File: config.mk
export PLATFORM = sky130hd
export DESIGN_NAME = bvu_fifo
export DESIGN_NICKNAME = d
export VERILOG_FILES = /design/src/hdl/bvu_pkg.sv /design/src/hdl/bvu_fifo.sv
export SDC_FILE = /design/constraint.sdc
export NUM_CORES = 1
export LEC_CHECK = 0
export BUFFER_PORTS_ARGS = -buffer_cell sky130_fd_sc_hd__buf_2
export CORE_MARGIN = 3
export CORE_UTILIZATION = 35
export DETAILED_ROUTE_END_ITERATION = 8
export PLACE_DENSITY = 0.54
export SYNTH_ARGS = -nofsm -noshare
export SYNTH_HDL_FRONTEND = slang
export SYNTH_SLANG_ARGS = --single-unit
File: constraint.sdc
create_clock -name clk -period 8.65 [get_ports clk]
set_input_delay 0.865 -clock clk [delete_from_list [all_inputs] [get_ports clk]]
set_output_delay 0.865 -clock clk [all_outputs]
set_load 0.02 [all_outputs]
File: src/hdl/bvu_pkg.sv
// Boid velocity update: shared types, register codes and reset values.
// Used by every module of the block; no dependencies.
package bvu_pkg;

  localparam int CFG_IDX_W  = 3;
  localparam int CFG_DATA_W = 31;

  localparam logic [CFG_IDX_W-1:0] CFG_ALIGN_RADIUS = 3'd0;
  localparam logic [CFG_IDX_W-1:0] CFG_SEP_RADIUS   = 3'd1;
  localparam logic [CFG_IDX_W-1:0] CFG_ALIGN_GAIN   = 3'd2;
  localparam logic [CFG_IDX_W-1:0] CFG_SEP_GAIN     = 3'd3;
  localparam logic [CFG_IDX_W-1:0] CFG_COH_GAIN     = 3'd4;
  localparam logic [CFG_IDX_W-1:0] CFG_MARGIN_SIZE  = 3'd5;
  localparam logic [CFG_IDX_W-1:0] CFG_SPEED_LO     = 3'd6;
  localparam logic [CFG_IDX_W-1:0] CFG_SPEED_HI     = 3'd7;

  typedef struct packed {
    logic [30:0] align_radius;
    logic [30:0] sep_radius;
    logic [15:0] align_gain;
    logic [15:0] sep_gain;
    logic [15:0] coh_gain;
    logic [30:0] margin_size;
    logic [30:0] speed_lo;
    logic [30:0] speed_hi;
  } cfg_t;

  localparam cfg_t CFG_RESET = '{
    align_radius: 31'd6553600,
    sep_radius:   31'd1310720,
    align_gain:   16'd3277,
    sep_gain:     16'd3277,
    coh_gain:     16'd33,
    margin_size:  31'd6553600,
    speed_lo:     31'd196608,
    speed_hi:     31'd393216
  };

  // classified neighbor item, front to back
  typedef struct packed {
    logic signed [31:0] self_px;
    logic signed [31:0] self_py;
    logic signed [31:0] self_vx;
    logic signed [31:0] self_vy;
    logic signed [31:0] nb_px;
    logic signed [31:0] nb_py;
    logic signed [31:0] nb_vx;
    logic signed [31:0] nb_vy;
    logic signed [32:0] dx;
    logic signed [32:0] dy;
    logic               in_align;
    logic               in_sep;
    logic               first;
    logic               last;
  } item_t;

  typedef struct packed {
    logic        start;
    logic [63:0] dividend;
    logic [31:0] divisor;
  } div_req_t;

  typedef struct packed {
    logic        busy;
    logic        done;
    logic [63:0] quot;
  } div_rsp_t;

  typedef enum logic [3:0] {
    BS_ACC,
    BS_DIV_GO,
    BS_DIV_WAIT,
    BS_GMUL,
    BS_GADD,
    BS_HALVE,
    BS_N0,
    BS_N1,
    BS_N2,
    BS_N3,
    BS_SQRT,
    BS_RMUL,
    BS_RDIV_GO,
    BS_RDIV_WAIT,
    BS_OUT
  } bst_t;

endpackage

File: src/hdl/bvu_fifo.sv
// Boid velocity update: short item queue between front and back.
// Flop-based, one read port. Depends on bvu_pkg.
module bvu_fifo #(
  parameter int DEPTH = 4
) (
  input  logic           clk,
  input  logic           rst_n,
  input  logic           push,
  input  bvu_pkg::item_t din,
  output logic           full,
  input  logic           pop,
  output bvu_pkg::item_t dout,
  output logic           valid
);

  localparam int AW = $clog2(DEPTH);

  bvu_pkg::item_t mem_r [DEPTH];
  logic [AW-1:0]  wr_ptr_r;
  logic [AW-1:0]  rd_ptr_r;
  logic [AW:0]    cnt_r;

  assign full  = cnt_r == (AW+1)'(DEPTH);
  assign valid = cnt_r != '0;
  assign dout  = mem_r[rd_ptr_r];

  always_ff @(posedge clk) begin
    if (push) mem_r[wr_ptr_r] <= din;
  end

  always_ff @(posedge clk) begin
    if (!rst_n) begin
      wr_ptr_r <= '0;
      rd_ptr_r <= '0;
      cnt_r    <= '0;
    end else begin
      if (push) wr_ptr_r <= (wr_ptr_r == AW'(DEPTH-1)) ? '0 : wr_ptr_r + AW'(1);
      if (pop)  rd_ptr_r <= (rd_ptr_r == AW'(DEPTH-1)) ? '0 : rd_ptr_r + AW'(1);
      cnt_r <= cnt_r + (AW+1)'(push) - (AW+1)'(pop);
    end
  end

endmodule

## Word level (Yosys, flattened, before mapping)

Memory sizes are Yosys's and may differ from the RTL's. A register that Yosys moved wholly into a read port is not among the register bits.
Cells that the tools add are included.

| storage, ports and cells | value |
|---|---|
| register bits after elaboration | 7 |
| RAM bits | 1304 |
| input bits | 330 |
| output and inout bits | 328 |
| memories kept | 1 |

Memories:

| memory | words | width | read ports | clocked after memory_dff | wr ports | RTL line | source |
|---|---|---|---|---|---|---|---|
| mem_r | 4 | 326 | 1 | 1 | 1 | bvu_fifo.sv:18 | `bvu_pkg::item_t mem_r [DEPTH];` |

| cells by class | value |
|---|---|
| add/sub/neg operators | 4 |
| equal/unequal tests | 3 |
| multiplexer cells | 6 |
| reductions and logical operators | 1 |

Operators by type and width:

| kind | count |
|---|---|
| $mux W2 | 4 |
| $add A2 B1 Y2 const B | 2 |
| $eq A2 B2 Y1 const B | 2 |
| $add A3 B1 Y3 | 1 |
| $eq A3 B3 Y1 const B | 1 |
| $reduce_bool A3 Y1 | 1 |
| $sub A3 B1 Y3 | 1 |
| $mux W1 | 2 |

## Depth between registers and ports, before layout

| logic depth | value |
|---|---|
| depth in word-level cells | 4 |
| gate-level depth with buffers | 7 |
| mapped depth without buffers | 7 |

## Worst setup path after synthesis

No wires, ideal clock.

| timing | value |
|---|---|
| path type | input port to flip-flop |
| start point | input push |
| end point | memory mem_r[0][0] (netlist bit), enable pin |
| library setup time | 728 ps |
| arrival time | 8211 ps |
| data required time | 7922 ps |
| slack | -289 ps |
| cell stages on the path | 1 |
| buffers on the path | 0 |
| path through | and2_1 |

| between the ends | value |
|---|---|
| cells in the longest elaborated chain, start to end | 2 |

RTL lines:

| element | RTL line | source |
|---|---|---|
| start: declaration | bvu_fifo.sv:8 | `input logic push,` |
| $mux W1 | bvu_fifo.sv:28 | `if (push) mem_r[wr_ptr_r] <= din;` |
| $mux W1 (not written as such) | bvu_fifo.sv:28 |  |
| end: declaration | bvu_fifo.sv:18 |  |

Every way passes these cells.

==> impl_summary.log <==
INFO  metric timing.setup.tns = 0 ns
INFO  metric clock-root-buffer = sky130_fd_sc_hd__clkbuf_16
INFO  metric syn_avg_cell_area = 27.2 um2
INFO  metric synth_simple_gate_area_share = 0.193%
INFO  metric finish.utilization = 42.7%
INFO  metric grt_max_degree = 137
INFO  metric synth_async_sr_flop_share = 0%
INFO  metric irDropWorstVdd = 0.000175 V
INFO  metric crit_path_max_fanout = 96
INFO  metric drv_cap = 0
INFO  metric postCtsSetupBuffers = 0
INFO  metric finalWorstPathRequiredPeriod = 4.54 ns
INFO  metric synthTopCellsByArea = sky130_fd_sc_hd__edfxtp_1 83%, sky130_fd_sc_hd__mux4_2 15%, sky130_fd_sc_hd__buf_2 0.48%, sky130_fd_sc_hd__dfxtp_1 0.38%, sky130_fd_sc_hd__buf_6 0.38%
INFO  metric criticalPathCategory = flop to output pin
INFO  metric grt_first_pass_wirelength = 151000 um
INFO  metric worst_skew_pair.late_latency = 0.73 ns
INFO  metric drv_slew = 0
INFO  metric synth.area.mux_share = 15.5%
INFO  metric grt_antenna_before_repair = 45
INFO  metric final_layout_size_suffix_gt1_share = 46.2%
INFO  metric groute.usage.overall = 14.5%
INFO  metric setup_viol = 0
INFO  metric synthDominantAreaCellType = sky130_fd_sc_hd__edfxtp_1
INFO  metric route.vias.total = 21100
INFO  metric cp_data_required_time = 7.79 ns
INFO  metric drt-pass1-iter-count = 5
INFO  metric synth_cell_type_count = 19
INFO  metric critical-path-top-cell-by-count = sky130_fd_sc_hd__buf_12
INFO  metric clock-skew-final = 0.0185 ns
INFO  metric crit_path_max_incr_delay = 0.73 ns
INFO  metric quantity_of_hold_fixing_buffers_added_after_cts = 0
INFO  metric cts.path.max_buffers = 3
INFO  metric numCtsBuffers = 138
INFO  metric clk_pin_slew = 0.06 ns
INFO  metric timing_worst_slew_pin_value = 1.30 ns
INFO  metric timing.final.crit_share = 52.4%
INFO  metric grt_overflow = 0
INFO  metric ys.flop_type = sky130_fd_sc_hd__edfxtp_1
INFO  metric die_width = 374 um
INFO  metric rsz0062_at_grt = false
INFO  metric initial_core_util = 35.4%
INFO  metric h-tree-depth = 4
INFO  metric arrival = 3.67 ns
INFO  metric dpl-instance-area = 52800 um2
INFO  metric synth.ff_latch_count = 1313
INFO  metric filler_cell_count = 11500
INFO  metric hold_class = primary input to flop
INFO  metric post_synthesis_net_count = 2084
INFO  metric gp_routability_congestion = 0.761
INFO  metric drt-vias-per-instance = 4.82
INFO  metric finalWorstSetupSlack = 4.11 ns
INFO  metric ios = 658
INFO  metric post_synth_inst_count = 1746
INFO  metric synth_compound_area_share = 0.0211%
INFO  metric first_global_vias = 22600
INFO  metric leakage = 18.9 nW
INFO  metric number_of_enable_type_register_cells_in_the_synthesized_netlist = 1304
INFO  metric synth_top_area_share = 82.6%
INFO  metric synth_fa_ha_area_share = 0.227%
INFO  metric tritoncts = done
INFO  metric achievable-frequency = 220 MHz
INFO  metric yosysWarnings = 0
INFO  metric drc = 0
INFO  metric relative_slew_slack = 13.5%
INFO  metric synthMostInstantiatedCell = sky130_fd_sc_hd__edfxtp_1
INFO  metric mappedNetlistArea = 47400 um2
INFO  metric dp_hpwl = 62900 um
INFO  metric synthXorXnorAreaFrac = 0.0501%
INFO  metric avgRoutedWirePerCell = 23.3 um
INFO  metric final_hold_viol_count = 0
INFO  metric rows = 134
INFO  metric count_of_nets_after_finishing = 2828
INFO  metric worst_setup_path_end_kind = output pin
INFO  metric critPathBufInv = 3
INFO  metric design.core.area = 134000 um2
INFO  metric run_status = finished, final reports clean
INFO  metric power_per_cell_area = 250 nW/um2
INFO  metric drt_wl_total = 102000 um
INFO  metric first_iter_violations = 1513
INFO  metric cts_repair_resize_count = 0
INFO  metric synth_commonest_cells = 1304 x sky130_fd_sc_hd__edfxtp_1, 326 x sky130_fd_sc_hd__mux4_2, 45 x sky130_fd_sc_hd__buf_2
INFO  metric path_delay_family = buffers and inverters
INFO  metric postRouteAntennaNets = 0
INFO  metric timing.critical_path.from_type = flop
INFO  metric io_buffers = 657
INFO  metric clock_sinks = 1313
INFO  metric die_area = 140000 um2
INFO  metric area.growth.synth_to_final = 20.7%
INFO  metric final_cell_area = 57200 um2
INFO  metric detailedPlace.worstSlack = 4.79 ns
INFO  metric cp_cell_sequence = buf_12, buf_12, mux4_2, buf_2
INFO  metric seq_area_frac_synth = 83.0%
INFO  metric worst_path_max_delay_cell = sky130_fd_sc_hd__dfxtp_4
INFO  metric largest_family_of_logic_cells_by_synthesized_area = multiplexers
INFO  metric chipHeight = 374 um
state kept, by name, summed over array words and instances (netlist names), named ones only:
name	cells
mem_r	1304
cnt_r	3
rd_ptr_r	2
wr_ptr_r	2
placed cells by master, fill, tap and decap left out:
master,netlist,final
sky130_fd_sc_hd__buf_12,0,13
sky130_fd_sc_hd__nand2b_1,2,2
sky130_fd_sc_hd__clkbuf_16,0,142
sky130_fd_sc_hd__mux4_2,326,326
sky130_fd_sc_hd__clkbuf_1,8,25
sky130_fd_sc_hd__nor2_1,3,3
sky130_fd_sc_hd__xor3_1,1,1
sky130_fd_sc_hd__buf_2,45,657
sky130_fd_sc_hd__bufinv_16,0,13
sky130_fd_sc_hd__and2_1,6,2
sky130_fd_sc_hd__dfxtp_4,0,2
sky130_fd_sc_hd__clkinv_4,0,1
sky130_fd_sc_hd__edfxtp_1,1304,1304
sky130_fd_sc_hd__fa_1,1,1
sky130_fd_sc_hd__clkinv_1,0,27
sky130_fd_sc_hd__a21oi_1,2,2
sky130_fd_sc_hd__and2_4,0,4
sky130_fd_sc_hd__or3_1,1,1
sky130_fd_sc_hd__clkinv_2,0,23
sky130_fd_sc_hd__clkinv_8,0,3
sky130_fd_sc_hd__inv_16,0,1
sky130_fd_sc_hd__clkinvlp_4,0,1
sky130_fd_sc_hd__and3_1,1,1
sky130_fd_sc_hd__ha_1,7,7
sky130_fd_sc_hd__or3b_2,2,2
sky130_fd_sc_hd__inv_6,0,3
sky130_fd_sc_hd__dfxtp_1,9,7
sky130_fd_sc_hd__inv_1,7,7
sky130_fd_sc_hd__diode_2,0,23
sky130_fd_sc_hd__mux2i_1,2,2
sky130_fd_sc_hd__buf_4,0,6
per-stage QoR:
stage	total power, mW	cells	hold slack (ns)
6_report	14.3	4380	0.347
5_1_grt	14.9	4358	0.280
4_1_cts	14.5	4357	0.262
3_5_place_dp	8.80	4118	0.505
3_3_place_gp	8.77	4118	0.478
2_1_floorplan	8.28	1746	0.476
logic make-up (layout without fill, tap and decap cells):
| group | after synthesis | after routing |
|---|---|---|
| flops | 1313 | 1313 |
| simple gates | 15 | 15 |
| compound gates | 2 | 2 |
| fa+ha+maj | 8 | 8 |
| mux | 328 | 328 |
| buf+inv | 79 | 922 |
| other cells | 0 | 23 |
| xor+xnor | 1 | 1 |
power by group:
group / total [mW] / internal (mW) / switching [mW]
Sequential: 7.34 / 7.27 / 0.0646
Clock: 5.68 / 3.38 / 2.30
Combinational: 1.29 / 0.499 / 0.794
Total: 14.3 / 11.2 / 3.16
layout make-up:
class / count / area (um2) / share of cell area [%]
clock inverter: 72 / 718 / 1.26
tap: 1768 / 2210 / 3.87
multi-input combinational: 354 / 7600 / 13.3
antenna: 23 / 57.6 / 0.101
clock buffer: 167 / 3650 / 6.38
timing repair buffer: 676 / 3590 / 6.28
inverter: 7 / 26.3 / 0.0459
sequential: 1313 / 39300 / 68.8
layer usage:
| metal | wire, um | GRT usage, % |
|---|---|---|
| met1 | 38800 | 17.4 |
| met2 | 50600 | 23.7 |
| met3 | 10400 | 6.67 |
| met4 | 2020 | 3.72 |
| met5 | 221 | 0 |
final timing paths:
check                                  from            end  slack [ns]  depth (start not counted)
worst max register to register  wr_ptr_r[1]  mem_r[1][147]        5.45                          5
worst max-delay path                   flop      dout[238]        4.11                          4
worst min-delay path               din[132]  mem_r[2][132]        0.35                          1
worst min register to register  rd_ptr_r[0]           flop        0.52                          2
worst register-to-register path, stage by stage, from the launching register on:
cell	delay (ns)
sky130_fd_sc_hd__dfxtp_1	0.34
sky130_fd_sc_hd__inv_1	0.09
sky130_fd_sc_hd__ha_1	0.14
sky130_fd_sc_hd__and2_4	0.75
sky130_fd_sc_hd__buf_12	0.53
sky130_fd_sc_hd__buf_4	0.96
(Power assumes the default switching activity.)
