===== src/hdl/bvu_pkg.sv =====
// Boid velocity update: shared types, register codes and reset values.
// Used by every module of the block; no dependencies.
package bvu_pkg;

  localparam int CFG_IDX_W  = 3;
  localparam int CFG_DATA_W = 31;

  localparam logic [CFG_IDX_W-1:0] CFG_ALIGN_RADIUS = 3'd0;
  localparam logic [CFG_IDX_W-1:0] CFG_SEP_RADIUS   = 3'd1;
  localparam logic [CFG_IDX_W-1:0] CFG_ALIGN_GAIN   = 3'd2;
  localparam logic [CFG_IDX_W-1:0] CFG_SEP_GAIN     = 3'd3;
  localparam logic [CFG_IDX_W-1:0] CFG_COH_GAIN     = 3'd4;
  localparam logic [CFG_IDX_W-1:0] CFG_MARGIN_SIZE  = 3'd5;
  localparam logic [CFG_IDX_W-1:0] CFG_SPEED_LO     = 3'd6;
  localparam logic [CFG_IDX_W-1:0] CFG_SPEED_HI     = 3'd7;

  typedef struct packed {
    logic [30:0] align_radius;
    logic [30:0] sep_radius;
    logic [15:0] align_gain;
    logic [15:0] sep_gain;
    logic [15:0] coh_gain;
    logic [30:0] margin_size;
    logic [30:0] speed_lo;
    logic [30:0] speed_hi;
  } cfg_t;

  localparam cfg_t CFG_RESET = '{
    align_radius: 31'd6553600,
    sep_radius:   31'd1310720,
    align_gain:   16'd3277,
    sep_gain:     16'd3277,
    coh_gain:     16'd33,
    margin_size:  31'd6553600,
    speed_lo:     31'd196608,
    speed_hi:     31'd393216
  };

  // classified neighbor item, front to back
  typedef struct packed {
    logic signed [31:0] self_px;
    logic signed [31:0] self_py;
    logic signed [31:0] self_vx;
    logic signed [31:0] self_vy;
    logic signed [31:0] nb_px;
    logic signed [31:0] nb_py;
    logic signed [31:0] nb_vx;
    logic signed [31:0] nb_vy;
    logic signed [32:0] dx;
    logic signed [32:0] dy;
    logic               in_align;
    logic               in_sep;
    logic               first;
    logic               last;
  } item_t;

  typedef struct packed {
    logic        start;
    logic [63:0] dividend;
    logic [31:0] divisor;
  } div_req_t;

  typedef struct packed {
    logic        busy;
    logic        done;
    logic [63:0] quot;
  } div_rsp_t;

  typedef enum logic [3:0] {
    BS_ACC,
    BS_DIV_GO,
    BS_DIV_WAIT,
    BS_GMUL,
    BS_GADD,
    BS_HALVE,
    BS_N0,
    BS_N1,
    BS_N2,
    BS_N3,
    BS_SQRT,
    BS_RMUL,
    BS_RDIV_GO,
    BS_RDIV_WAIT,
    BS_OUT
  } bst_t;

endpackage


===== src/hdl/bvu_div.sv =====
// Boid velocity update: iterative unsigned divider, one quotient bit per cycle.
// 64-bit dividend, 32-bit divisor. Depends on bvu_pkg.
module bvu_div (
  input  logic              clk,
  input  logic              rst_n,
  input  bvu_pkg::div_req_t req,
  output bvu_pkg::div_rsp_t rsp
);

  localparam logic [6:0] LAST_STEP = 7'd63;

  logic [6:0]  cnt_r;
  logic        busy_r;
  logic        done_r;
  logic [31:0] rem_r;
  logic [63:0] q_r;
  logic [31:0] d_r;
  logic [32:0] trial;
  logic        fits;

  assign trial = {rem_r, q_r[63]};
  assign fits  = trial >= {1'b0, d_r};

  always_ff @(posedge clk) begin
    if (!rst_n) begin
      busy_r <= 1'b0;
      done_r <= 1'b0;
      cnt_r  <= '0;
    end else begin
      done_r <= 1'b0;
      if (req.start) begin
        busy_r <= 1'b1;
        cnt_r  <= '0;
        q_r    <= req.dividend;
        d_r    <= req.divisor;
        rem_r  <= '0;
      end else if (busy_r) begin
        rem_r <= fits ? 32'(trial - {1'b0, d_r}) : trial[31:0];
        q_r   <= {q_r[62:0], fits};
        cnt_r <= cnt_r + 7'd1;
        if (cnt_r == LAST_STEP) begin
          busy_r <= 1'b0;
          done_r <= 1'b1;
        end
      end
    end
  end

  assign rsp.busy = busy_r;
  assign rsp.done = done_r;
  assign rsp.quot = q_r;

endmodule


===== config.mk =====
export PLATFORM = sky130hd
export DESIGN_NAME = bvu_div
export DESIGN_NICKNAME = d
export VERILOG_FILES = /design/src/hdl/bvu_pkg.sv /design/src/hdl/bvu_div.sv
export SDC_FILE = /design/constraint.sdc
export NUM_CORES = 1
export LEC_CHECK = 0
export CAP_MARGIN = 20
export CORE_UTILIZATION = 63
export CTS_BUF_LIST = sky130_fd_sc_hd__clkbuf_4 sky130_fd_sc_hd__clkbuf_8
export CTS_CLUSTER_DIAMETER = 50
export CTS_CLUSTER_SIZE = 10
export DETAILED_ROUTE_END_ITERATION = 8
export DONT_BUFFER_PORTS = 1
export PLACE_DENSITY_LB_ADDON = 0.2
export SYNTH_ARGS = -nofsm -noshare
export SYNTH_HDL_FRONTEND = slang
export SYNTH_SLANG_ARGS = --single-unit

===== constraint.sdc =====
create_clock -name clk -period 8.3 [get_ports clk]
set_input_delay 1.66 -clock clk [delete_from_list [all_inputs] [get_ports clk]]
set_output_delay 1.66 -clock clk [all_outputs]
set_load 0.02 [all_outputs]

# Yosys cells after proc, flatten, opt, wreduce, memory -nomap -nowiden
# Index checks and enable logic that the tools add are counted.
# word_totals
regBits	137
latch_bits	0
ramBits	0
rom_bits	0
output_inout_bits	66
n_memories	0
# op_classes
add_sub_neg	2
n_mul	0
n_div	0
n_lt_le_gt_ge	1
n_eq_ne	1
n_shift	0
muxes	8
bitwise	2
reduce_logical	5
# op_table
operator	n
$mux 64	2
$mux 32	2
$ge 33x32->1	1
$sub 32x32->32	1
$add 7x1->7 const B	1
$eq 7x6->1 const B	1
$mux 1	4
$reduce_and 2->1	2
$reduce_or 3->1	1
$not 1->1	2
$reduce_bool 2->1	1
$reduce_or 2->1	1

# Depth between registers and ports, before layout
# Gate-level depths: netlist (run 1).
# logic_depth
ltp_word	4
mapped_depth	12
mapped_depth_nobuf	11

# Least setup slack after synthesis (run 1)
# No wires, ideal clock.
# synth_timing
kind	in2reg
from	input req[96] in the netlist's numbering
to	register q_r[0], enable pin
setup_time_ns	0.463
arrival_ns	3.982
path_slack_ns	3.855
path_stages	2
n_path_buf	1
path_cell_list	buf_4 > o21a_1
# synth_between
elab_chain_len	2
# synth_rtl
element	line	source
start, declared	bvu_div.sv:6	input bvu_pkg::div_req_t req,
$reduce_bool 2->1 (no source line)	-	
$reduce_and 2->1 (no source line)	-	
end signal, assigned	bvu_div.sv:34	q_r <= req.dividend;
end signal, assigned	bvu_div.sv:39	q_r <= {q_r[62:0], fits};
end, declared	bvu_div.sv:16	logic [63:0] q_r;
# No other way between the ends.
# A chain may end at the register's enable or synchronous reset.

# Final worst setup path (run 1)
# layout_timing
from	register q_r[63]
to	register rem_r[30], data pin
# layout_between
elab_chain_len	3
elab_cells_between_ends	4
# layout_rtl
element	line	source
$sub 32x32->32 / $ge 33x32->1 (equally long branches)	bvu_div.sv:38, bvu_div.sv:22	
$mux 32 (*)	bvu_div.sv:38	rem_r <= fits ? 32'(trial - {1'b0, d_r}) : trial[31:0];
$mux 32 (*)	bvu_div.sv:37	end else if (busy_r) begin
end signal, assigned	bvu_div.sv:38	
end, declared	bvu_div.sv:15	logic [31:0] rem_r;
# Mark *: on every way between the ends. The rest lies on a longest branch, timed or not. The select of a mux whose other input is x is not followed.

==> results.toml, run 1 <==
[outcome]
status = "finished, final reports clean"

[timing]
finalCritPeriodShare_pct = 43.70
final.setup.worst_slack_ns = 4.673
hold_viol_final = 0
max_slew_margin_pct = 43.19
finalCriticalPeriod_ns = 3.627
skew_ns = 0.01488
timing.setup.tns_ns = 0
finalSetupViolCount = 0
final_max_slew_viol_count = 0
rsz0062_at_grt = "false"
worstMarginPinSlew_ns = 0.8521
clock.fmax_ghz = 0.2757

[synth]
synth.top_cell.area_share_pct = 52.26
yosys.area_share.adder_pct = 5.886
synth-compound-area-share_pct = 11.69
seq_area_frac_synth_pct = 54.71
yosysUniqueCellTypes = 55
synth.most_common_cell = "edfxtp_1"
synth-edff-count = 128
synth_top_family_by_area = "compound AO/OA/AOI/OAI gates"
synth-seq-cells = 137
ys.warnings.count = 0
synthMuxAreaShare_pct = 11.43
syn_nets = 732
synth_common_cells = "edfxtp_1, mux2_2, nor2_1"
synth-simple-area-share_pct = 8.625
async_flop_share_pct = 0
syn_avg_cell_area_um2 = 12.28
syn_inst = 599
synthFlopType = "edfxtp_1"
yosysTopAreaCell = "edfxtp_1"
synth_area_um2 = 7355
yosys-top-cells-area = "edfxtp_1, mux2_2, ha_1"
synthXorXnorAreaFrac_pct = 3.811

[place]
port_buffers = 0
dp_slack_ns = 4.624
hpwl_um = 10600
gp_congestion = 0.9080

[route]
routed_via_density = 6.157
via_count = 4661
first_iter_violations = 264
wl_um = 15250
first_pass_iters = 4
drc = 0
routedWlPerCell_um = 20.15
antenna_left = 0

[clock_network]
insertion_delay_ns = 0.46
cts-root-buf = "clkbuf_8"
cts_setup_buffers = 0
h-tree-depth = 4
path_clk_slew_ns = 0.08
cts_buffer_depth = 2
ctsResizeCount = 0
cts_tree = "yes"
cts_inserted_buffers = 17
clock_sinks = 137
holdBufCountCts = 0

[finish]
layout.nets = 734
fillers = 849
n_antenna_cell = 0
post_route_cells_drive_above_1_share_pct = 17.75
areaGrowthSynthToFinish_pct = 6.090

[grt]
overflow = 0
grt_pass1_wl_um = 23340
grt-busiest-layer = "met2"
grt_pass1_vias = 4571
use_met3_pct = 10.82
antenna_found_initial = 0
use_met2_pct = 41.29
grt_max_degree = 102
grt.met1_usage_pct = 32.71
gr-usage-all-layers_pct = 26.27

[floorplan]
core_um2 = 11420
ioPinCount = 165
fp.dieW_um = 110.0
num_rows = 39
die-height_um = 110.0
die_area_um2 = 12110
start_util_pct = 64.41

[hold_path]
hold_path_class = "flop to flop"

[setup_path]
required_ns = 8.60
critPathMaxFanout = 5
critPathKind = "flop to flop"
arrival_ns = 3.92
r2r_slack_ns = 4.67
endpoint_kind = "flop"
setup.worst_path.start_class = "flop"

[power_and_ir_drop]
p_leak_nw = 2.940
vdd_ir_drop_max_uv = 155.0
cellPowerDensity_nw_per_um2 = 228.4
power_mw = 1.782

[run]
max-cap-violations = 0
-- cell families after synthesis --
logic type	after synthesis
AO/OA/AOI/OAI	129
XOR/XNOR	32
adder cells (fa/ha/maj)	34
buffers and inverters	60
flip-flops	137
multiplexers	76
AND/OR/NAND/NOR	131
-- state kept, by name, summed over array words and instances (netlist names) --
| signal | flops |
|---|---|
| q_r | 64 |
| d_r | 32 |
| rem_r | 32 |
| cnt_r | 7 |
| busy_r | 1 |
| done_r | 1 |
-- layout by cell type (no fill, tap or decap), drive strengths merged, types with 8 or more instances in the layout --
| cell | instances |
|---|---|
| edfxtp | 128 |
| mux2 | 64 |
| nor2 | 45 |
| inv | 43 |
| a21oi | 33 |
| ha | 33 |
| nand2 | 32 |
| o21ai | 22 |
| xnor2 | 21 |
| clkbuf | 19 |
| a21o | 16 |
| a211oi | 15 |
| mux2i | 12 |
| xor2 | 11 |
| nand2b | 10 |
| dfxtp | 9 |
| o21a | 8 |
-- worst max-delay path, stage by stage, from the launching register on --
cell and delay [ns]:
edfxtp_1 0.50, inv_1 0.08, ha_1 0.23, fa_1 0.42, nand2b_1 0.19, a211oi_1 0.41
o2111ai_1 0.23, a21oi_1 0.48, o311ai_0 0.28, a21o_1 0.21, a211o_2 0.28, a21oi_1 0.16
-- layer usage --
metal / routed length (um) / vias to the layer above
met1: 6326 / 2224
li1: - / 2237
met2: 7413 / 177
met3: 1233 / 23
met5: 0 / -
met4: 278 / 0
-- layout make-up --
cell class | instances | area (um2) | share of cell area (%)
inverters | 40 | 150.1 | 1.924
clock buffers | 19 | 255.2 | 3.271
clock inverters | 13 | 96.34 | 1.235
repair buffers | 3 | 42.54 | 0.5452
well taps | 143 | 178.9 | 2.293
multi-input cells | 402 | 3055 | 39.16
flip-flops and latches | 137 | 4024 | 51.57
-- final timing paths --
check | from | endpoint | cells past startpoint
worst min register to register | cnt_r[5] | cnt_r[5] | 2
worst max register to register | q_r[63] | rem_r[30] | 11
worst min-delay path | cnt_r[5] | cnt_r[5] | 2
worst max-delay path | q_r[63] | rem_r[30] | 11
-- through the flow --
stage          hold WS (ns)  util [%]  area (um2)  std cells
2_1_floorplan        0.4583         -        7355        599
3_3_place_gp         0.4674     65.01        7423        724
3_5_place_dp         0.4789     65.01        7423        724
4_1_cts              0.4897     68.09        7775        756
5_1_grt              0.5262     68.33        7802        757
6_report             0.4875     68.33        7802        757
-- power breakdown --
part | internal [mW] | switching (mW) | leakage (nW)
logic | 0.179 | 0.229 | 1.48
registers | 0.829 | 0.0575 | 1.30
clock network | 0.219 | 0.269 | 0.168
total | 1.23 | 0.556 | 2.94
No activity file was read; power rests on OpenSTA's default activity.
==> inputs of run 2 (changes only) <==
==> constraint.sdc (replaced) <==
create_clock -name clk -period 3.64 [get_ports clk]
set_input_delay 0.728 -clock clk [delete_from_list [all_inputs] [get_ports clk]]
set_output_delay 0.728 -clock clk [all_outputs]
set_load 0.02 [all_outputs]
==> run 2 against run 1 <==
  * Utilization about the same
  * First-iteration DRC count is 8.0% higher
  * Hold slack lost 0.11 ns
  * Worst setup slack worse by 4.4 ns
  * Clock skew down 0.0022 ns
  * Power increased by 130%
  * Via count up 0.90%
  * Combinational power increased by 130%
  * Critical path type unchanged
  * Largest power group unchanged
==> results.toml, run 2 (synthesis gave the netlist of run 1 again) <==
[finish]
final_area_um2 = 7806
regMostFlops = "q_r"
reg_top3 = "q_r (64), d_r (32), rem_r (32)"
layout.nets = 737
areaGrowthSynthToFinish_pct = 6.142
largest_reg_flops = 64
final_common_cell = "edfxtp_1"
n_antenna_cell = 0
post_route_cells_drive_above_1_share_pct = 17.83
final_cell_mix = "edfxtp_1, mux2_2, nor2_1"

[clock_network]
cts_tree = "yes"
cts_inserted_buffers = 17
h-tree-depth = 4
insertion_delay_ns = 0.44
clock_sinks = 137
cts_setup_buffers = 0
cts_buffer_depth = 2
ctsResizeCount = 0
holdBufCountCts = 0
path_clk_slew_ns = 0.09
cts-root-buf = "clkbuf_8"

[grt]
grt_max_degree = 102
grt_pass1_vias = 4610
antenna_found_initial = 0
grt_pass1_wl_um = 23470
gr-usage-all-layers_pct = 26.35
overflow = 0

[setup_path]
cpMostUsedCell = "buf_4"
critical_path.max_stage_delay_ns = 0.59
worst_path_max_delay_cell = "or4_1"
setup.worst_path.start_class = "flop"
cp.buffers_inverters = 2
critPathKind = "flop to flop"
crit_family = "simple AND/OR/NAND/NOR gates"
arrival_ns = 3.52
critPathMaxFanout = 24
worstPathCellList = "ha_1 > and3_1 > nand4_1 > or4_1 > o311ai_2 > a211oi_2 > buf_4 > nor2_4 > buf_4 > mux2i_1 > nor2_1"
required_ns = 3.83
endpoint_kind = "flop"

[timing]
rsz0062_at_grt = "false"
finalCriticalPeriod_ns = 3.324
worstMarginPinSlew_ns = 0.6664
max_slew_margin_pct = 55.52
hold_viol_final = 0
finalCritPeriodShare_pct = 91.31
whs_ns = 0.3736
timing.setup.tns_ns = 0
final.setup.worst_slack_ns = 0.3164
final_max_slew_viol_count = 0
finalSetupViolCount = 0
skew_ns = 0.01270
clock.fmax_ghz = 0.3009

[power_and_ir_drop]
power_frac_seq_pct = 50.1
clkPwrFrac_pct = 26.9
cellPowerDensity_nw_per_um2 = 516.8
power_mw = 4.034
p_int_mw = 2.769
p_switching_mw = 1.265
vdd_ir_drop_max_uv = 496.4
comb_power_share_pct = 23.0
p_leak_nw = 2.944
netSwitchingFraction_pct = 31.36

[place]
place_area_um2 = 7466
hpwl_um = 10800
port_buffers = 0
dp_slack_ns = 0.3755
gp_congestion = 0.9282

[run]
max-cap-violations = 0

[floorplan]
start_util_pct = 64.41
fp.dieW_um = 110.0
ioPinCount = 165
die_area_um2 = 12110
core_um2 = 11420
die-height_um = 110.0
num_rows = 39

[route]
first_iter_violations = 285
routedWlPerCell_um = 20.19
routed_via_density = 6.188
drc = 0
wl_um = 15350
via_count = 4703
antenna_left = 0
first_pass_iters = 5

[hold_path]
hold_path_class = "input port to flop"

[outcome]
status = "finished, final reports clean"
-- run 2: changes by cell type in the layout (fill, tap and decap cells not counted), sizes merged --
cell / before / now
buf: 3 / 6
clkbuf: 19 / 18
clkinv: 5 / 6
-- run 2: metal layers --
layer / vias up / global-route usage, % / wire [um]
met1: 2241 / 33.46 / 6472
li1: 2255 / - / -
met4: 0 / 8.000 / 235
met2: 190 / 41.29 / 7309
met5: - / 0 / 0
met3: 17 / 10.82 / 1331
-- run 2: stage by stage --
stage               utilization (%)  instances
floorplan                         -        599
finish                        68.37        760
global placement              65.38        728
detailed placement            65.38        728
CTS                           68.37        760
global route                  68.37        760
-- run 2: final cells by class --
type	instances	area, um2
clock buffers	18	241.5
multi-input cells	402	3055
clock inverters	14	98.84
repair buffers	6	57.56
inverters	40	150.1
flip-flops and latches	137	4024
well taps	143	178.9
fillers	855	3612
-- run 2: path summary, 6_finish.rpt --
kind,from,to,slack [ns],cells after the start
max,rem_r[23],rem_r[2],0.32,11
min,req[2],d_r[2],0.37,0
max reg2reg,rem_r[23],rem_r[2],0.32,11
min reg2reg,cnt_r[5],cnt_r[5],0.51,2
-- run 2: power groups by stage --
stage	Combinational, mW	Clock [mW]	Sequential [mW]
2_1_floorplan	0.785	0	2.03
3_3_place_gp	0.900	0	2.05
3_5_place_dp	0.917	0	2.05
4_1_cts	0.923	1.10	2.02
5_1_grt	1.02	1.17	2.03
6_report	0.928	1.09	2.02
-- run 2: worst register-to-register path, delay by kind of cell (launching register included) --
| kind | cells | cell delay, ns |
|---|---|---|
| flip-flops | 1 | 0.42 |
| buffers and inverters | 2 | 0.52 |
| multiplexers | 1 | 0.26 |
| adder cells (fa/ha/maj) | 1 | 0.41 |
| AND/OR/NAND/NOR | 5 | 1.16 |
| AO/OA/AOI/OAI | 2 | 0.32 |
